**config.mk**
```make
export PLATFORM = sky130hd
export DESIGN_NAME = irc_message_tokenizer_unit
export DESIGN_NICKNAME = d
export VERILOG_FILES = /design/src/hdl/irctok_pkg.sv /design/src/hdl/irctok_parse.sv /design/src/hdl/irctok_fifo.sv /design/src/hdl/irc_message_tokenizer_unit.sv
export VERILOG_INCLUDE_DIRS = /design/src /design/src/hdl
export SDC_FILE = /design/constraint.sdc
export NUM_CORES = 1
export LEC_CHECK = 0
export BUFFER_PORTS_ARGS = -buffer_cell sky130_fd_sc_hd__buf_2
export CORE_UTILIZATION = 44
export CTS_BUF_LIST = sky130_fd_sc_hd__clkbuf_16
export CTS_CLUSTER_DIAMETER = 80
export DETAILED_ROUTE_END_ITERATION = 12
export PLACE_DENSITY = 0.6
export SLEW_MARGIN = 20
export SYNTH_ARGS = -nofsm -noshare
export SYNTH_HDL_FRONTEND = slang
export SYNTH_SLANG_ARGS = --single-unit
```
**constraint.sdc**
```tcl
create_clock -name i_clk -period 4.2 [get_ports i_clk]
set_input_delay 0.63 -clock i_clk [delete_from_list [all_inputs] [get_ports i_clk]]
set_output_delay 0.63 -clock i_clk [all_outputs]
set_load 0.005 [all_outputs]
```
**src/hdl/irc_message_tokenizer_unit_macros.svh**
```systemverilog
// ----------------------------------------------------------------------------
// IRC message tokenizer assertion macros
// Shared concurrent assertion forms for the tokenizer RTL.
// ----------------------------------------------------------------------------
`ifndef IRC_MESSAGE_TOKENIZER_UNIT_MACROS_SVH
`define IRC_MESSAGE_TOKENIZER_UNIT_MACROS_SVH

// Condition must hold at every clock edge outside reset
`define IRCTOK_ASSERT_ALWAYS(label, clk, rst_n, cond) \
    label: assert property (@(posedge clk) disable iff (!(rst_n)) (cond)) \
        else $error("tokenizer invariant violated");

// Antecedent implies consequent in the same cycle
`define IRCTOK_ASSERT_IMPLY(label, clk, rst_n, ante, cons) \
    label: assert property (@(posedge clk) disable iff (!(rst_n)) (ante) |-> (cons)) \
        else $error("tokenizer implication violated");

`endif

```
**src/hdl/irctok_pkg.sv**
```systemverilog
// ----------------------------------------------------------------------------
// IRC tokenizer package
// Result record, field codes and sizing constants shared by the tokenizer.
// ----------------------------------------------------------------------------
package irctok_pkg;

    // Default bound on the number of parameters of one line
    localparam int MaxParamsDefault = 16;

    // Result queue depth (must allow two pushes next to one pending result)
    localparam int FifoDepth = 4;

    // Field codes
    localparam logic [2:0] FIELD_NICK  = 3'd0;
    localparam logic [2:0] FIELD_USER  = 3'd1;
    localparam logic [2:0] FIELD_HOST  = 3'd2;
    localparam logic [2:0] FIELD_VERB  = 3'd3;
    localparam logic [2:0] FIELD_MID   = 3'd4;
    localparam logic [2:0] FIELD_TRAIL = 3'd5;

    // Result kinds
    localparam logic KIND_BYTE  = 1'b0;
    localparam logic KIND_CLOSE = 1'b1;

    // Character codes
    localparam logic [7:0] CH_SPACE = 8'h20;
    localparam logic [7:0] CH_TAB   = 8'h09;
    localparam logic [7:0] CH_COLON = 8'h3A;
    localparam logic [7:0] CH_BANG  = 8'h21;
    localparam logic [7:0] CH_AT    = 8'h40;

    // One result item
    typedef struct packed {
        logic       kind;
        logic [2:0] field;
        logic [3:0] param_index;
        logic [7:0] data;
        logic       overflow;
        logic       line_end;
        logic       last;
    } t_result;

    // Whitespace test: space or tab
    function automatic logic is_ws(input logic [7:0] c);
        is_ws = (c == CH_SPACE) || (c == CH_TAB);
    endfunction

endpackage

```
**src/hdl/irctok_parse.sv**
```systemverilog
// ----------------------------------------------------------------------------
// IRC tokenizer parser
// Parse phase and parameter count registers with the per-character decode
// that yields up to two tagged results for each character or terminator.
// ----------------------------------------------------------------------------
module irctok_parse #(
    parameter int MAX_PARAMS = irctok_pkg::MaxParamsDefault
) (
    input  logic                 i_clk,
    input  logic                 i_rst_n,
    input  logic                 i_step,
    input  logic [7:0]           i_ch,
    input  logic                 i_term,
    output logic [1:0]           o_push_n,
    output irctok_pkg::t_result  o_res0,
    output irctok_pkg::t_result  o_res1
);

    localparam int CW  = $clog2(MAX_PARAMS + 1);
    localparam int CAP = (MAX_PARAMS - 1 < 15) ? MAX_PARAMS - 1 : 15;

    typedef enum logic [3:0] {
        PH_FRESH   = 4'd0,
        PH_LEAD    = 4'd1,
        PH_NICK    = 4'd2,
        PH_USER    = 4'd3,
        PH_HOST    = 4'd4,
        PH_PREVERB = 4'd5,
        PH_VERB    = 4'd6,
        PH_PSKIP   = 4'd7,
        PH_PARAM   = 4'd8,
        PH_TRAIL   = 4'd9
    } t_phase;

    t_phase              r_phase;
    t_phase              n_phase;
    logic [CW-1:0]       r_count;
    logic [CW-1:0]       n_count;
    logic [CW-1:0]       w_count_inc;
    logic [3:0]          w_idx;
    logic                w_ovf;
    logic [1:0]          w_nres;
    irctok_pkg::t_result w_r0;
    irctok_pkg::t_result w_r1;

    // Parameter tags derived from the count before this item
    assign w_idx       = (r_count < CW'(CAP)) ? 4'(r_count) : 4'(CAP);
    assign w_ovf       = (r_count >= CW'(MAX_PARAMS));
    assign w_count_inc = (r_count < CW'(MAX_PARAMS)) ? r_count + CW'(1) : r_count;

    // Build one result; parameter fields carry index and overflow
    function automatic irctok_pkg::t_result make_res(
        input logic       kind,
        input logic [2:0] field,
        input logic [7:0] data,
        input logic [3:0] idx,
        input logic       ovf
    );
        irctok_pkg::t_result r;
        logic                is_param;
        is_param      = (field == irctok_pkg::FIELD_MID) || (field == irctok_pkg::FIELD_TRAIL);
        r.kind        = kind;
        r.field       = field;
        r.param_index = is_param ? idx : 4'd0;
        r.data        = kind ? 8'd0 : data;
        r.overflow    = is_param ? ovf : 1'b0;
        r.line_end    = 1'b0;
        r.last        = 1'b0;
        return r;
    endfunction

    // Decode the current character against the parse phase
    always_comb begin
        n_phase = r_phase;
        n_count = r_count;
        w_nres  = 2'd0;
        w_r0    = make_res(irctok_pkg::KIND_CLOSE, irctok_pkg::FIELD_VERB, 8'd0, w_idx, w_ovf);
        w_r1    = w_r0;
        if (i_term) begin
            unique case (r_phase)
                PH_LEAD, PH_PREVERB, PH_VERB: begin
                    w_nres = 2'd1;
                end
                PH_NICK, PH_USER, PH_HOST: begin
                    w_nres = 2'd2;
                    w_r0   = make_res(irctok_pkg::KIND_CLOSE,
                                      (r_phase == PH_NICK) ? irctok_pkg::FIELD_NICK :
                                      (r_phase == PH_USER) ? irctok_pkg::FIELD_USER :
                                                             irctok_pkg::FIELD_HOST,
                                      8'd0, w_idx, w_ovf);
                end
                PH_PSKIP, PH_PARAM: begin
                    w_nres = 2'd1;
                    w_r0   = make_res(irctok_pkg::KIND_CLOSE, irctok_pkg::FIELD_MID,
                                      8'd0, w_idx, w_ovf);
                end
                PH_TRAIL: begin
                    w_nres = 2'd1;
                    w_r0   = make_res(irctok_pkg::KIND_CLOSE, irctok_pkg::FIELD_TRAIL,
                                      8'd0, w_idx, w_ovf);
                end
                default: begin
                    w_nres = 2'd0;
                end
            endcase
            n_phase = PH_FRESH;
            n_count = '0;
        end else begin
            unique case (r_phase)
                PH_FRESH, PH_LEAD: begin
                    if (irctok_pkg::is_ws(i_ch)) begin
                        n_phase = PH_LEAD;
                    end else if (i_ch == irctok_pkg::CH_COLON) begin
                        n_phase = PH_NICK;
                    end else begin
                        w_nres  = 2'd1;
                        w_r0    = make_res(irctok_pkg::KIND_BYTE, irctok_pkg::FIELD_VERB,
                                           i_ch, w_idx, w_ovf);
                        n_phase = PH_VERB;
                    end
                end
                PH_NICK: begin
                    w_nres = 2'd1;
                    if (i_ch == irctok_pkg::CH_BANG) begin
                        w_r0    = make_res(irctok_pkg::KIND_CLOSE, irctok_pkg::FIELD_NICK,
                                           8'd0, w_idx, w_ovf);
                        n_phase = PH_USER;
                    end else if (i_ch == irctok_pkg::CH_AT) begin
                        w_r0    = make_res(irctok_pkg::KIND_CLOSE, irctok_pkg::FIELD_NICK,
                                           8'd0, w_idx, w_ovf);
                        n_phase = PH_HOST;
                    end else if (irctok_pkg::is_ws(i_ch)) begin
                        w_r0    = make_res(irctok_pkg::KIND_CLOSE, irctok_pkg::FIELD_NICK,
                                           8'd0, w_idx, w_ovf);
                        n_phase = PH_PREVERB;
                    end else begin
                        w_r0 = make_res(irctok_pkg::KIND_BYTE, irctok_pkg::FIELD_NICK,
                                        i_ch, w_idx, w_ovf);
                    end
                end
                PH_USER: begin
                    w_nres = 2'd1;
                    if (i_ch == irctok_pkg::CH_AT) begin
                        w_r0    = make_res(irctok_pkg::KIND_CLOSE, irctok_pkg::FIELD_USER,
                                           8'd0, w_idx, w_ovf);
                        n_phase = PH_HOST;
                    end else if (irctok_pkg::is_ws(i_ch)) begin
                        w_r0    = make_res(irctok_pkg::KIND_CLOSE, irctok_pkg::FIELD_USER,
                                           8'd0, w_idx, w_ovf);
                        n_phase = PH_PREVERB;
                    end else begin
                        w_r0 = make_res(irctok_pkg::KIND_BYTE, irctok_pkg::FIELD_USER,
                                        i_ch, w_idx, w_ovf);
                    end
                end
                PH_HOST: begin
                    w_nres = 2'd1;
                    if (irctok_pkg::is_ws(i_ch)) begin
                        w_r0    = make_res(irctok_pkg::KIND_CLOSE, irctok_pkg::FIELD_HOST,
                                           8'd0, w_idx, w_ovf);
                        n_phase = PH_PREVERB;
                    end else begin
                        w_r0 = make_res(irctok_pkg::KIND_BYTE, irctok_pkg::FIELD_HOST,
                                        i_ch, w_idx, w_ovf);
                    end
                end
                PH_PREVERB: begin
                    if (!irctok_pkg::is_ws(i_ch)) begin
                        w_nres  = 2'd1;
                        w_r0    = make_res(irctok_pkg::KIND_BYTE, irctok_pkg::FIELD_VERB,
                                           i_ch, w_idx, w_ovf);
                        n_phase = PH_VERB;
                    end
                end
                PH_VERB: begin
                    w_nres = 2'd1;
                    if (irctok_pkg::is_ws(i_ch)) begin
                        n_phase = PH_PSKIP;
                    end else begin
                        w_r0 = make_res(irctok_pkg::KIND_BYTE, irctok_pkg::FIELD_VERB,
                                        i_ch, w_idx, w_ovf);
                    end
                end
                PH_PSKIP: begin
                    if (irctok_pkg::is_ws(i_ch)) begin
                        n_phase = PH_PSKIP;
                    end else if (i_ch == irctok_pkg::CH_COLON) begin
                        n_phase = PH_TRAIL;
                    end else begin
                        w_nres  = 2'd1;
                        w_r0    = make_res(irctok_pkg::KIND_BYTE, irctok_pkg::FIELD_MID,
                                           i_ch, w_idx, w_ovf);
                        n_phase = PH_PARAM;
                    end
                end
                PH_PARAM: begin
                    w_nres = 2'd1;
                    if (irctok_pkg::is_ws(i_ch)) begin
                        w_r0    = make_res(irctok_pkg::KIND_CLOSE, irctok_pkg::FIELD_MID,
                                           8'd0, w_idx, w_ovf);
                        n_count = w_count_inc;
                        n_phase = PH_PSKIP;
                    end else begin
                        w_r0 = make_res(irctok_pkg::KIND_BYTE, irctok_pkg::FIELD_MID,
                                        i_ch, w_idx, w_ovf);
                    end
                end
                PH_TRAIL: begin
                    w_nres = 2'd1;
                    w_r0   = make_res(irctok_pkg::KIND_BYTE, irctok_pkg::FIELD_TRAIL,
                                      i_ch, w_idx, w_ovf);
                end
                default: begin
                    n_phase = PH_FRESH;
                end
            endcase
        end

        // Tag the final result of this item
        if (w_nres == 2'd1) begin
            w_r0.last     = 1'b1;
            w_r0.line_end = i_term;
        end else if (w_nres == 2'd2) begin
            w_r1.last     = 1'b1;
            w_r1.line_end = i_term;
        end
    end

    // Hold parse state; advance on each processed item
    always_ff @(posedge i_clk) begin
        if (!i_rst_n) begin
            r_phase <= PH_FRESH;
            r_count <= '0;
        end else if (i_step) begin
            r_phase <= n_phase;
            r_count <= n_count;
        end
    end

    assign o_push_n = i_step ? w_nres : 2'd0;
    assign o_res0   = w_r0;
    assign o_res1   = w_r1;

endmodule

```
**src/hdl/irctok_fifo.sv**
```systemverilog
// ----------------------------------------------------------------------------
// IRC tokenizer result queue
// Small register queue that takes zero, one or two results per cycle and
// presents one result per cycle to the output channel while it is popped.
// ----------------------------------------------------------------------------
module irctok_fifo (
    input  logic                                        i_clk,
    input  logic                                        i_rst_n,
    input  logic [1:0]                                  i_push_n,
    input  irctok_pkg::t_result                         i_res0,
    input  irctok_pkg::t_result                         i_res1,
    input  logic                                        i_pop,
    output logic                                        o_valid,
    output irctok_pkg::t_result                         o_head,
    output logic [$clog2(irctok_pkg::FifoDepth+1)-1:0]  o_level
);

    localparam int AW = $clog2(irctok_pkg::FifoDepth);
    localparam int LW = $clog2(irctok_pkg::FifoDepth + 1);

    irctok_pkg::t_result r_mem [irctok_pkg::FifoDepth];
    logic [AW-1:0]       r_wr_ptr;
    logic [AW-1:0]       r_rd_ptr;
    logic [LW-1:0]       r_level;
    logic                w_pop;

    assign w_pop = i_pop && (r_level != '0);

    // Advance pointers and occupancy
    always_ff @(posedge i_clk) begin
        if (!i_rst_n) begin
            r_wr_ptr <= '0;
            r_rd_ptr <= '0;
            r_level  <= '0;
        end else begin
            r_level  <= r_level + LW'(i_push_n) - LW'(w_pop);
            r_wr_ptr <= r_wr_ptr + AW'(i_push_n);
            if (w_pop) begin
                r_rd_ptr <= r_rd_ptr + AW'(1);
            end
        end
    end

    // Store pushed results in order
    always_ff @(posedge i_clk) begin
        if (i_push_n != 2'd0) begin
            r_mem[r_wr_ptr] <= i_res0;
        end
        if (i_push_n == 2'd2) begin
            r_mem[r_wr_ptr + AW'(1)] <= i_res1;
        end
    end

    assign o_valid = (r_level != '0);
    assign o_head  = r_mem[r_rd_ptr];
    assign o_level = r_level;

endmodule

```
**src/hdl/irc_message_tokenizer_unit.sv**
```systemverilog
// ----------------------------------------------------------------------------
// IRC message tokenizer
// Streams one command-line character per transfer and tags each content byte
// with its field (prefix parts, verb, parameters), closing fields as they end.
//
//   channel   dir  tdata                               tuser          tlast
//   s (in)    in   [7:0] ch                            -              terminator
//   m (out)   out  [3:0] param_index [11:4] data       [0] kind       last
//                  [12] overflow [13] line_end          [3:1] field
//
// One input transfer per cycle is sustained while the queue has room; results leave
// at one per cycle while the output is ready. A terminator inside a prefix yields
// two results. Each character passes through the input register, then the parse
// step writes the four-entry result queue. Input ready drops only when the queue
// lacks room for two results. Reset (synchronous, active low) returns the parser
// to the line-start phase with a zero parameter count and empties the queue.
// ----------------------------------------------------------------------------
`include "irc_message_tokenizer_unit_macros.svh"

module irc_message_tokenizer_unit #(
    parameter int MAX_PARAMS = irctok_pkg::MaxParamsDefault
) (
    input  logic        i_clk,
    input  logic        i_rst_n,
    // Input character stream
    input  logic        i_s_tvalid,
    output logic        o_s_tready,
    input  logic [7:0]  i_s_tdata,   // [7:0] ch
    input  logic        i_s_tlast,   // terminator
    // Result stream
    output logic        o_m_tvalid,
    input  logic        i_m_tready,
    output logic [15:0] o_m_tdata,   // [3:0] param_index, [11:4] data, [12] overflow,
                                     // [13] line_end, [15:14] zero
    output logic [3:0]  o_m_tuser,   // [0] kind, [3:1] field
    output logic        o_m_tlast    // last
);

    localparam int LW = $clog2(irctok_pkg::FifoDepth + 1);

    logic                r_in_valid;
    logic [7:0]          r_in_ch;
    logic                r_in_term;
    logic                w_pop;
    logic                w_step;
    logic [1:0]          w_push_n;
    logic [LW-1:0]       w_level;
    irctok_pkg::t_result w_res0;
    irctok_pkg::t_result w_res1;
    irctok_pkg::t_result w_head;

    // Output transfer and room for two more results
    assign w_pop      = o_m_tvalid && i_m_tready;
    assign w_step     = r_in_valid &&
                        (w_level <= LW'(irctok_pkg::FifoDepth - 2) + LW'(w_pop));
    assign o_s_tready = !r_in_valid || w_step;

    // Input register: load on transfer, drain on parse step
    always_ff @(posedge i_clk) begin
        if (!i_rst_n) begin
            r_in_valid <= 1'b0;
        end else if (o_s_tready) begin
            r_in_valid <= i_s_tvalid;
        end
    end

    always_ff @(posedge i_clk) begin
        if (i_s_tvalid && o_s_tready) begin
            r_in_ch   <= i_s_tdata;
            r_in_term <= i_s_tlast;
        end
    end

    irctok_parse #(
        .MAX_PARAMS (MAX_PARAMS)
    ) u_parse (
        .i_clk    (i_clk),
        .i_rst_n  (i_rst_n),
        .i_step   (w_step),
        .i_ch     (r_in_ch),
        .i_term   (r_in_term),
        .o_push_n (w_push_n),
        .o_res0   (w_res0),
        .o_res1   (w_res1)
    );

    irctok_fifo u_fifo (
        .i_clk    (i_clk),
        .i_rst_n  (i_rst_n),
        .i_push_n (w_push_n),
        .i_res0   (w_res0),
        .i_res1   (w_res1),
        .i_pop    (w_pop),
        .o_valid  (o_m_tvalid),
        .o_head   (w_head),
        .o_level  (w_level)
    );

    // Pack the head result onto the output channel
    assign o_m_tdata = {2'b00, w_head.line_end, w_head.overflow, w_head.data,
                        w_head.param_index};
    assign o_m_tuser = {w_head.field, w_head.kind};
    assign o_m_tlast = w_head.last;

    // Queue never holds more than its depth
    `IRCTOK_ASSERT_ALWAYS(a_level_bound, i_clk, i_rst_n, w_level <= LW'(irctok_pkg::FifoDepth))
    // A field-closed result carries no content byte
    `IRCTOK_ASSERT_IMPLY(a_close_no_data, i_clk, i_rst_n, o_m_tvalid && o_m_tuser[0], o_m_tdata[11:4] == 8'd0)
    // Line end only on the final result of an item
    `IRCTOK_ASSERT_IMPLY(a_line_end_last, i_clk, i_rst_n, o_m_tvalid && o_m_tdata[13], o_m_tlast)
    // Two results are pushed only for a terminator
    `IRCTOK_ASSERT_IMPLY(a_pair_on_term, i_clk, i_rst_n, w_push_n == 2'd2, r_in_term && w_res1.line_end)

endmodule

```
# Yosys cells after proc, flatten, opt, wreduce, memory -nomap -nowiden
# Memories as Yosys holds them, arrays and structs flattened. A register that Yosys moved wholly into a read port is not among the register bits.
# Index checks and enable logic that the tools add are counted.
# op_classes
order_cmp	4
reduce_logical	24
add_sub_neg	7
n_eq_ne	22
muxes	51
# ops
cell	n
19-bit two-way mux	13
19-bit one-hot mux with 8 select lines	1
18-bit one-hot mux with 3 select lines	1
4-bit two-way mux	10
4-bit one-hot mux with 8 select lines	1
8-bit by 6-bit equality test with 1-bit output (second input constant)	3
5-bit two-way mux	4
2-bit two-way mux	9
4-bit by 3-bit equality test with 1-bit output (second input constant)	4
6-bit OR reduction	2
4-bit by 2-bit equality test with 1-bit output (second input constant)	2
4-bit equality test (second input constant)	2
8-bit by 4-bit equality test with 1-bit output (second input constant)	1
8-bit by 7-bit equality test with 1-bit output (second input constant)	1
1-bit two-way mux	8
4-bit AND reduction	2
2-bit nonzero test	4
2-bit OR reduction	4
3-bit equality test (second input constant)	2
3-bit two-way mux	2
2-bit one-hot mux with 3 select lines	1
3-bit OR reduction	2
5-bit by 1-bit adder with 5-bit output (second input constant)	1
5-bit greater-or-equal comparator (second input constant)	1
20 further kinds	27
# totals
output_inout_bits	23
ram_bits	76
ff_bits	26
n_memories	1
input_bits	13
# memory_table
name	words	width	read_ports	rd_ports_with_merged_regs	write_ports	line_no	text
u_fifo.r_mem	4	19	1	1	2	irctok_fifo.sv:21	irctok_pkg::t_result r_mem [irctok_pkg::FifoDepth];

# Longest topological paths before layout
# logic_depth
word_depth	9
mapped_depth	14
depth_no_buf	14

# By module
# From an unflattened synthesis, not the netlist that was laid out.
# unflattened
hier_cells	434
hier_area_um2	5920.7
# modules_own_cells
mod	instances	area_each_um2	cells_per_inst	seq_area_each_um2
irctok_fifo	1	4244.1	233	2462.4
irctok_parse	1	1281.2	177	180.2
irc_message_tokenizer_unit	1	395.4	24	290.3

# Worst setup path after synthesis
# No wires, ideal clock.
# synth_timing
path_kind	flip-flop to flip-flop
startpoint	register u_fifo.r_level[2] (netlist: u_fifo.o_level[2])
endpoint	register u_fifo.r_level[2] (netlist: u_fifo.o_level[2])
setup_slack_ns	0.829
stages_incl_launch_ff	15
setup_ns	0.115
synth_period_minus_slack_ns	3.371
required_time_ns	4.085
arrival_time_ns	3.256
path_cell_list	dfxtp_1 -> or3_1 -> and2_1 -> ha_1 -> nor3b_1 -> or3b_2 -> a21oi_1 -> nand2_1 -> ha_1 -> inv_1 -> ha_1 -> fa_1 -> xnor2_1 -> xnor2_1 -> and2_1
# synth_between
elab_chain_cells	8
# synth_rtl
item	line_no	text
start: declaration	irctok_fifo.sv:24	logic [LW-1:0] r_level;
start signal: assignment	irctok_fifo.sv:36	r_level <= r_level + LW'(i_push_n) - LW'(w_pop);
3-bit nonzero test (*)	irctok_fifo.sv:54	assign o_valid = (r_level != '0);
named net o_m_tvalid	irc_message_tokenizer_unit.sv:31	output logic o_m_tvalid,
1-bit logical AND	irc_message_tokenizer_unit.sv:53	assign w_pop = o_m_tvalid && i_m_tready;
2-bit by 1-bit adder with 3-bit output	irc_message_tokenizer_unit.sv:55	(w_level <= LW'(irctok_pkg::FifoDepth - 2) + LW'(w_pop));
3-bit less-or-equal comparator	irc_message_tokenizer_unit.sv:55	
1-bit logical AND	irc_message_tokenizer_unit.sv:54	assign w_step = r_in_valid &&
2-bit two-way mux	irctok_parse.sv:240	assign o_push_n = i_step ? w_nres : 2'd0;
3-bit by 2-bit adder with 3-bit output	irctok_fifo.sv:36	
3-bit by 1-bit subtractor with 3-bit output (*)	irctok_fifo.sv:36	
# Mark *: on every way through the listed nets, which the timed path passes. The rest lies on a longest branch.
# A chain may end at the register's enable or synchronous reset.

# Final worst setup path
# layout_timing
startpoint	register u_fifo.r_level[2] (netlist: u_fifo.o_level[2])
endpoint	register u_fifo.r_level[2] (netlist: u_fifo.o_level[2])
# layout_between
elab_chain_cells	8
# layout_rtl
item	line_no
3-bit nonzero test	irctok_fifo.sv:27, irctok_fifo.sv:54
1-bit logical AND	irc_message_tokenizer_unit.sv:53
2-bit by 1-bit adder with 3-bit output	irc_message_tokenizer_unit.sv:55
3-bit less-or-equal comparator	irc_message_tokenizer_unit.sv:55
1-bit logical AND	irc_message_tokenizer_unit.sv:54
2-bit two-way mux	irctok_parse.sv:240
3-bit by 2-bit adder with 3-bit output	irctok_fifo.sv:36
3-bit by 1-bit subtractor with 3-bit output (*)	irctok_fifo.sv:36
# Every way passes the cells marked *; elsewhere a longest branch is shown, timed or not.

==> reports/metrics.cfg <==
[status]
status = finished clean

[place]
gp_routability_congestion = 0.8208
hpwl_mm = 8.504
portBuffers = 33
place_inst = 682
dp_worst_setup_slack_ns = 0.5894

[yosys]
synth_edf_count = 17
synth-seq-cells = 104
syn_inst = 539
synth_ff_type = dfxtp_1
synth_seq_area_share = 0.4448
synth.avg_cell_area_um2 = 9.394
yosysWarnings = 0
syn-cell-area_um2 = 5064
synth_cell_types = 58
async_flop_share = 0

[sta]
fmax_ghz = 0.2743
slew_headroom = 0.3473
finalWorstSetupSlack_ns = 0.5538
min_period_ns = 3.646
slew_violations = 0
tns_ns = 0
rsz0062_at_grt = no
tightest_slew_ns = 0.9664
min_period_over_period = 0.8681
clock_skew_ns = 0.01146
setup_viol = 0
hold_viol = 0

[detailed_routing]
wl_per_cell_um = 18.11
routed_wl_mm = 12.64
viasPerCell = 5.950
drc = 0
drt_iter0_markers = 384
ant_nets = 0
drt_first_pass_iters = 5
vias = 4153

[power_and_ir_drop]
leakagePower_nw = 2.066
power_density_nw_per_um2 = 522.5
peakVddDrop_uv = 471.8

[worst_setup_path]
required_ns = 4.46
start_kind = register
worstPathArrival_ns = 3.90
path_max_fanout = 6
cpPeakStageDelay_ns = 0.50
crit_chain = or3_1, and2_1, ha_1, nor3b_1, or3b_2, a21oi_1, nand2_1, ha_1, inv_1, ha_1, fa_1, xnor2_1, xnor2_1, and2_1
cp_slowest_cell = or3b_2
endpoint_kind = register
worstSetupPathType = reg -> reg
crit_top_cell = ha_1

[global_route]
grt_start_max_net_pins = 30
grt_pass1_wl_mm = 20.20
antenna_found_initial = 0
globalRouteOverflowTotal = 0
grtUsageTotal = 0.2299
first_global_vias = 3867

[floorplanning]
io_pins = 36
die_y_um = 109.3
initial_core_util = 0.4591
die_area_um2 = 11940
core_um2 = 11030
placementRows = 38
die_x_um = 109.3

[finish]
final_cells = 698
layout_commonest_cell = dfxtp_1
drive_above_1_share = 0.1935
final_cell_mix = 87 x dfxtp_1, 76 x nand2_1, 50 x o21ai_0, 42 x nand3_1, 33 x buf_2
nets = 573
seq_area_um2 = 2252
num_antenna_cells = 0
fillers = 999
fin_util = 0.5245
area_growth_pct = 14.26
multi_input_area_um2 = 2665

[clock_network]
cts_max_level = 3
cts_buffer_depth = 2
clk_pin_slew_ns = 0.07
cts.sinks = 104
insertion_delay_ns = 0.36
numCtsBuffers = 9
post_cts_buffers = 0
ctsHoldBuffers = 0
cts_root_buf = clkbuf_16
post_cts_resized = 0
cts_tree = done

[min_path]
min_path_type = in -> reg

[job]
max_cap_viol_count = 0

## path summary, 6_finish.rpt
| path | from | endpoint | slack [ns] | cells past startpoint |
|---|---|---|---|---|
| worst min register to register | u_fifo.r_mem[1][11]$_SDFFE_PP0N_ | u_fifo.r_mem[1][11]$_SDFFE_PP0N_ | 0.46 | 2 |
| worst min-delay path | i_s_tdata[5] | r_in_ch[5]$_DFFE_PP_ | 0.44 | 1 |
| worst max register to register | u_fifo.o_level[2]$_SDFF_PN0_ | u_fifo.o_level[2]$_SDFF_PN0_ | 0.55 | 14 |
| worst max-delay path | u_fifo.o_level[2]$_SDFF_PN0_ | u_fifo.o_level[2]$_SDFF_PN0_ | 0.55 | 14 |
## Yosys cell counts, drive strengths merged, types with 2 or more instances
cell	count	area share
a21boi	2	0.0030
a21o	3	0.0044
a21oi	17	0.017
a31oi	9	0.011
a32oi	3	0.0052
and2	13	0.016
buf	6	0.0062
clkbuf	41	0.030
dfxtp	87	0.34
edfxtp	17	0.10
ha	6	0.015
inv	12	0.0089
mux2i	26	0.051
mux4	19	0.085
nand2	76	0.056
nand2b	2	0.0025
nand3	42	0.042
nor2	19	0.014
nor2b	4	0.0049
nor3	15	0.015
nor3b	4	0.0059
nor4b	2	0.0035
nor4bb	2	0.0040
o211ai	4	0.0059
o21ai	51	0.051
o21ba	2	0.0040
o22ai	4	0.0049
o2bb2ai	2	0.0035
o311ai	2	0.0035
o32ai	4	0.0069
or2	9	0.011
or3b	3	0.0052
or4	2	0.0037
xnor2	5	0.0086
xor2	5	0.0086
## per-layer routing
layer,track usage,share of wire
met5,0,0
met4,0.05238,0.0052
met3,0.06455,0.058
met2,0.3949,0.50
met1,0.2854,0.44
## final cells by class
type / count / share of cell area
clock inverters: 7 / 0.02163
repair buffers: 49 / 0.05147
well taps: 140 / 0.03028
flip-flops and latches: 104 / 0.3893
clock buffers: 9 / 0.03893
inverters: 12 / 0.007785
multi-input cells: 377 / 0.4606
## critical path: cells and delay by family (launching register included)
family,cells,cell delay (ns)
AND/OR/NAND/NOR,6,1.50
adder cells (fa/ha/maj),4,1.19
flip-flops,1,0.35
XOR/XNOR,2,0.26
AO/OA/AOI/OAI,1,0.20
buffers and inverters,1,0.04
## through the flow
stage	instance area (um2)	total power, mW	hold WS (ns)
2_1_floorplan	5067	1.802	0.4315
3_3_place_gp	5435	2.048	0.4405
3_5_place_dp	5435	2.067	0.4480
4_1_cts	5786	3.059	0.4297
5_1_grt	5786	3.197	0.4265
6_report	5786	3.023	0.4431
## state kept, by name, summed over array words and instances (netlist names), named ones only
name and count:
u_fifo.r_rd_ptr 2, u_parse.r_phase 4, u_fifo.o_level 3, r_in_valid 1, u_parse.r_count 5, u_fifo.r_wr_ptr 2, r_in_term 1, r_in_ch 8
u_fifo.r_mem 76
## power by group
part	internal [mW]	switching, mW	total [mW]
sequential	1.18	0.136	1.31
combinational	0.381	0.346	0.727
clock	0.590	0.392	0.982
## logic make-up (layout without fill, tap and decap cells)
kind of cell             after synthesis  in the layout  share of synthesized area
AO/OA/AOI/OAI                        114            114                     0.1433
buffers and inverters                 59             77                    0.04546
XOR/XNOR                              10             10                    0.01730
adder cells (fa/ha/maj)                7              7                    0.01878
AND/OR/NAND/NOR                      199            199                     0.1937
other                                  1              2                  0.0007406
multiplexers                          45             45                     0.1359
flip-flops                           104            104                     0.4448
Power figures use the tool's default switching activity.
